File: src/rtl/gps_pkg.sv
package gps_pkg;

	// Grain store geometry (power of two length)
	localparam int GRAIN_LEN = 1024;
	localparam int GRAIN_AW  = $clog2(GRAIN_LEN);
	localparam int FADE_W    = GRAIN_AW + 1;
	localparam int PHASE_W   = GRAIN_AW + 16;

	// Field and register widths
	localparam int SAMPLE_W   = 16;
	localparam int STEP_W     = 18;
	localparam int MIX_W      = 16;
	localparam int CFG_IDX_W  = 2;
	localparam int CFG_DATA_W = 18;

	// Shared multiplier geometry
	localparam int MUL_W  = 33;
	localparam int PROD_W = 2 * MUL_W;

	// Register indexes
	localparam logic [CFG_IDX_W-1:0] CFG_PHASE_STEP    = 2'd0;
	localparam logic [CFG_IDX_W-1:0] CFG_MIX_LEVEL     = 2'd1;
	localparam logic [CFG_IDX_W-1:0] CFG_EFFECT_ENABLE = 2'd2;

	// Register reset values
	localparam logic [STEP_W-1:0] PHASE_STEP_RST = 18'd65536;
	localparam logic [MIX_W-1:0]  MIX_LEVEL_RST  = 16'd26214;

	// Fixed point constants
	localparam logic [31:0]        PI_Q30    = 32'd3373259426;
	localparam logic [30:0]        ONE_Q30   = 31'd1073741824;
	localparam logic [MIX_W-1:0]   UNITY_Q15 = 16'd32768;
	localparam logic [PHASE_W:0]   PHASE_LIM = (PHASE_W + 1)'(GRAIN_LEN) << 16;

	// Taylor series denominators of the sine Horner steps
	function automatic logic [6:0] horner_div(input logic [1:0] j);
		logic [6:0] d;
		unique case (j)
			2'd0: d = 7'd72;
			2'd1: d = 7'd42;
			2'd2: d = 7'd20;
			2'd3: d = 7'd6;
			default: d = 7'd6;
		endcase
		return d;
	endfunction

	// floor(2^32 / d) for each denominator, quotient low by at most one
	function automatic logic [29:0] horner_recip(input logic [1:0] j);
		logic [29:0] m;
		unique case (j)
			2'd0: m = 30'd59652323;
			2'd1: m = 30'd102261126;
			2'd2: m = 30'd214748364;
			2'd3: m = 30'd715827882;
			default: m = 30'd715827882;
		endcase
		return m;
	endfunction

endpackage

File: src/rtl/gps_mul.sv
module gps_mul import gps_pkg::*; (
	input  logic                     clk,
	input  logic signed [MUL_W-1:0]  op_a,
	input  logic signed [MUL_W-1:0]  op_b,
	output logic signed [PROD_W-1:0] prod
);

	logic signed [PROD_W-1:0] prod_q;

	// signed multiply, product registered
	always_ff @(posedge clk) begin
		prod_q <= op_a * op_b;
	end

	assign prod = prod_q;

endmodule

File: config.mk
export PLATFORM = sky130hd
export DESIGN_NAME = gps_mul
export DESIGN_NICKNAME = d
export VERILOG_FILES = /design/src/rtl/gps_pkg.sv /design/src/rtl/gps_mul.sv
export SDC_FILE = /design/constraint.sdc
export NUM_CORES = 2
export LEC_CHECK = 0
export ABC_AREA = 1
export BUFFER_PORTS_ARGS = -buffer_cell sky130_fd_sc_hd__buf_2
export CAP_MARGIN = 20
export CORE_AREA = 2 2 332 334
export CTS_CLUSTER_DIAMETER = 80
export CTS_CLUSTER_SIZE = 14
export DETAILED_ROUTE_END_ITERATION = 6
export DIE_AREA = 0 0 334 336
export GPL_TIMING_DRIVEN = 0
export HOLD_SLACK_MARGIN = 0.12
export SLEW_MARGIN = 20
export SYNTH_ARGS = -nofsm -noshare
export SYNTH_HDL_FRONTEND = slang
export SYNTH_SLANG_ARGS = --single-unit
File: constraint.sdc
create_clock -name clk -period 22.5 [get_ports clk]
set_clock_uncertainty 0.15 [all_clocks]
set_input_delay 1.125 -clock clk [delete_from_list [all_inputs] [get_ports clk]]
set_output_delay 1.125 -clock clk [all_outputs]
set_load 0.02 [all_outputs]
[Yosys cells after proc, flatten, opt, wreduce, memory -nomap -nowiden]
Cells that the tools add are included.
Storage, ports and cells
  register bits: 66
  logic and storage cells: 2
  output and inout port bits: 66
Cells by class
  multipliers: 1
Operators with widths (count)
  $mul 33x33->66: 1

[Depth between registers and ports, before layout]
  depth after elaboration: 1
  gate-level depth with buffers: 34
  depth with buffers taken out: 32

[Worst setup path before layout]
OpenSTA, ideal clock, no wires.
  path type: input to register
  start: input port op_a[32]
  end: register prod_q[60] (netlist: prod[60])
  cell stages on the path: 23
  library setup time: 0.113 ns
  arrival: 7.768 ns
  path slack: 14.469 ns
  required time: 22.237 ns
  cells stage by stage: clkbuf_1 > clkbuf_1 > nand2_1 > inv_1 > fa_1 > fa_1 > fa_1 > fa_1 > inv_1 > fa_1 > fa_1 > fa_1 > fa_1 > inv_1 > ha_1 > nand2_1 > nor2_1 > inv_1 > nor3_1 > nand2_1 > and2_0 > nand4_1 > nand2_1
Between the ends
  cells in the longest elaborated chain, start to end: 1
RTL lines
  start, declared: line gps_mul.sv:3  | input logic signed [MUL_W-1:0] op_a,
  $mul 33x33->66: line gps_mul.sv:12  | prod_q <= op_a * op_b;
  end signal, assigned: line gps_mul.sv:12
  end, declared: line gps_mul.sv:8  | logic signed [PROD_W-1:0] prod_q;
No other way between the ends.

[Worst setup path in the final report]
  start: input port op_a[32]
  end: register prod_q[62] (netlist: prod[62])
Same word-level chain as after synthesis.

==> results_dict.tcl <==
set metrics [dict create \
    htree_num_levels 3 \
    grt_pass1_wl_um 253000 \
    tritoncts "done" \
    post-cts-setup-buffers 0 \
    fill_cells 11300 \
    syn_area_per_cell_um2 7.79 \
    io_pins 133 \
    relSlewSlack_pct 11.6 \
    slowest_stage "fa_2" \
    drc 0 \
    final.period_utilization_pct 43.7 \
    startpoint_type "input port" \
    crit_path_end_kind "flop" \
    yosysWarningCount 0 \
    ctsLongestPathBuffers 2 \
    mappedNetlistNets 6972 \
    num_vias 35800 \
    root_buffer "clkbuf_16" \
    worstSetupPathType "input port to flop" \
    crit_path_cell_trace "clkbuf_1, clkbuf_1, nand2_1, inv_1, fa_1, fa_1, fa_2, inv_1, fa_1, fa_1, fa_1, fa_1, fa_1, inv_1, ha_1, nand2_1, nor2_1, nand2_1, nor4_1, nand2_1, nand3_1, nand2_1" \
    rows 121 \
    ys_seq_area_share_pct 3.06 \
    antenna_found_initial 19 \
    clkTransAtPathRegs_ns 0.05 \
    synth_cell_types 35 \
    die-area_um2 112000 \
    cts_resized 0 \
    syn_to_final_growth_pct 5.94 \
    whs_ns 1.22 \
    cp_max_fo 10 \
    wire_per_inst_um 24.8 \
    synth_edf_count 0 \
    rsz0062_at_grt "false" \
    cp_common_cell "fa_1" \
    hold_violations 0 \
    finalSetupViolations 0 \
    place_congestion 1.02 \
    worst-path-buf-inv 5 \
    coreArea_um2 108000 \
    arrival_ns 9.89 \
    drt-pass1-iter-count 7 \
    cpPeakStageDelay_ns 0.88 \
    cts.sink_count 66 \
    cp_data_required_time_ns 22.57 \
    hold_buffers 0 \
    cap_violations 0 \
    via_per_inst 5.08 \
    totalWireLength_um 175000 \
    die_width_um 334 \
    port_buffers 67 \
    grt_overflow 0 \
    multi_input_area_um2 33800 \
    hold_path.class "input port to flop" \
    grt_max_degree 18 \
    synthTopCellsByCount "inv_1, nand2_1, fa_1, clkbuf_1, ha_1" \
    register_area_um2 1320 \
    status "complete, no violations" \
    drive_gt1_share_pct 3.11 \
    dpl.hpwl_um 148000 \
    min_period_ns 9.83 \
    synth_seq_cells 66 \
    drtAntennaViolNets 0 \
    tns_ns 0 \
    grt_usage_pct 32.0 \
    yosysTopAreaCell "fa_1" \
    start_util_pct 39.8 \
    async_flop_share_pct 0 \
    synth_ff_type "dfxtp_1" \
    initialDrtViolationCount 3896 \
    yosysMostFrequentCell "inv_1" \
    cts_inserted_buffers 9 \
    worstMarginPinSlew_ns 1.33 \
    netlist_instances 5543 \
    grt_pass1_vias 38100 \
    fmax_ghz 0.102 \
    syn_area_um2 43200 \
    chipHeight_um 336 \
    synth.area.top_cells "fa_1, inv_1, nand2_1" \
    largest_reg_flops 66 \
    critical_path.top_delay_family "adder cells" \
    synth.top_cell.area_share_pct 53.1 \
    slew_violations 0 \
    nets 7056 \
]
worst paths after layout:
kind  startpoint               end  cells after the start  slack (ns)
max     op_a[32]  prod[62]$_DFF_P_                     22       12.67
min      op_a[0]   prod[0]$_DFF_P_                      3        1.22
placed cells by master, fill, tap and decap left out, types with 17 or more instances in the layout:
master    instances
nand4_1          19
nor2_2           20
buf_2            67
clkbuf_2         24
dfxtp_1          66
ha_1            217
xor2_1           37
nand2_1        1517
nand2_2          17
inv_1          1894
nand3_1          70
o21ai_0          19
nor2_1          131
clkbuf_1        239
fa_1           1143
a21oi_1          61
through the flow:
stage	setup WS, ns	std cells	area [µm²]	util (%)
5_1_grt	12.54	7046	45700	42.2
4_1_cts	12.90	7043	45700	42.1
3_3_place_gp	12.04	7024	45300	41.8
6_report	12.67	7055	45700	42.2
3_5_place_dp	12.57	7027	45400	41.8
2_1_floorplan	14.47	5543	43200	-
layer usage:
| metal | GRT usage [%] | wire length, µm |
|---|---|---|
| met1 | 39.9 | 65100 |
| met2 | 51.2 | 78700 |
| met3 | 6.85 | 17900 |
| met4 | 19.5 | 12900 |
| met5 | 0.426 | 175 |
cell families (layout without fill, tap and decap cells):
family	Yosys count	count (layout)	share of synthesized area (%)
buf+inv	2158	2247	18.8
simple gates	1810	1810	16.6
fa+ha+maj	1362	1362	59.4
compound gates	106	106	1.38
flops	66	66	3.06
xor+xnor	41	41	0.832
other cells	0	9	0
layout make-up:
type | instances | share of cell area (%)
antenna | 9 | 0.0492
buffer | 263 | 2.22
clock buffer | 12 | 0.561
clock inverter | 4 | 0.109
inverter | 1895 | 15.6
multi-input combinational | 3319 | 73.8
sequential | 66 | 2.89
tap | 1414 | 3.87
timing repair buffer | 73 | 0.941
tightest hold or removal path, cell delays in order:
cell and delay [ns]:
clkbuf_1 0.26, nand2_1 0.15, inv_1 0.09
Power is not shown: default switching activity piles up to over one toggle a cycle in this logic, so the estimate is an artifact.
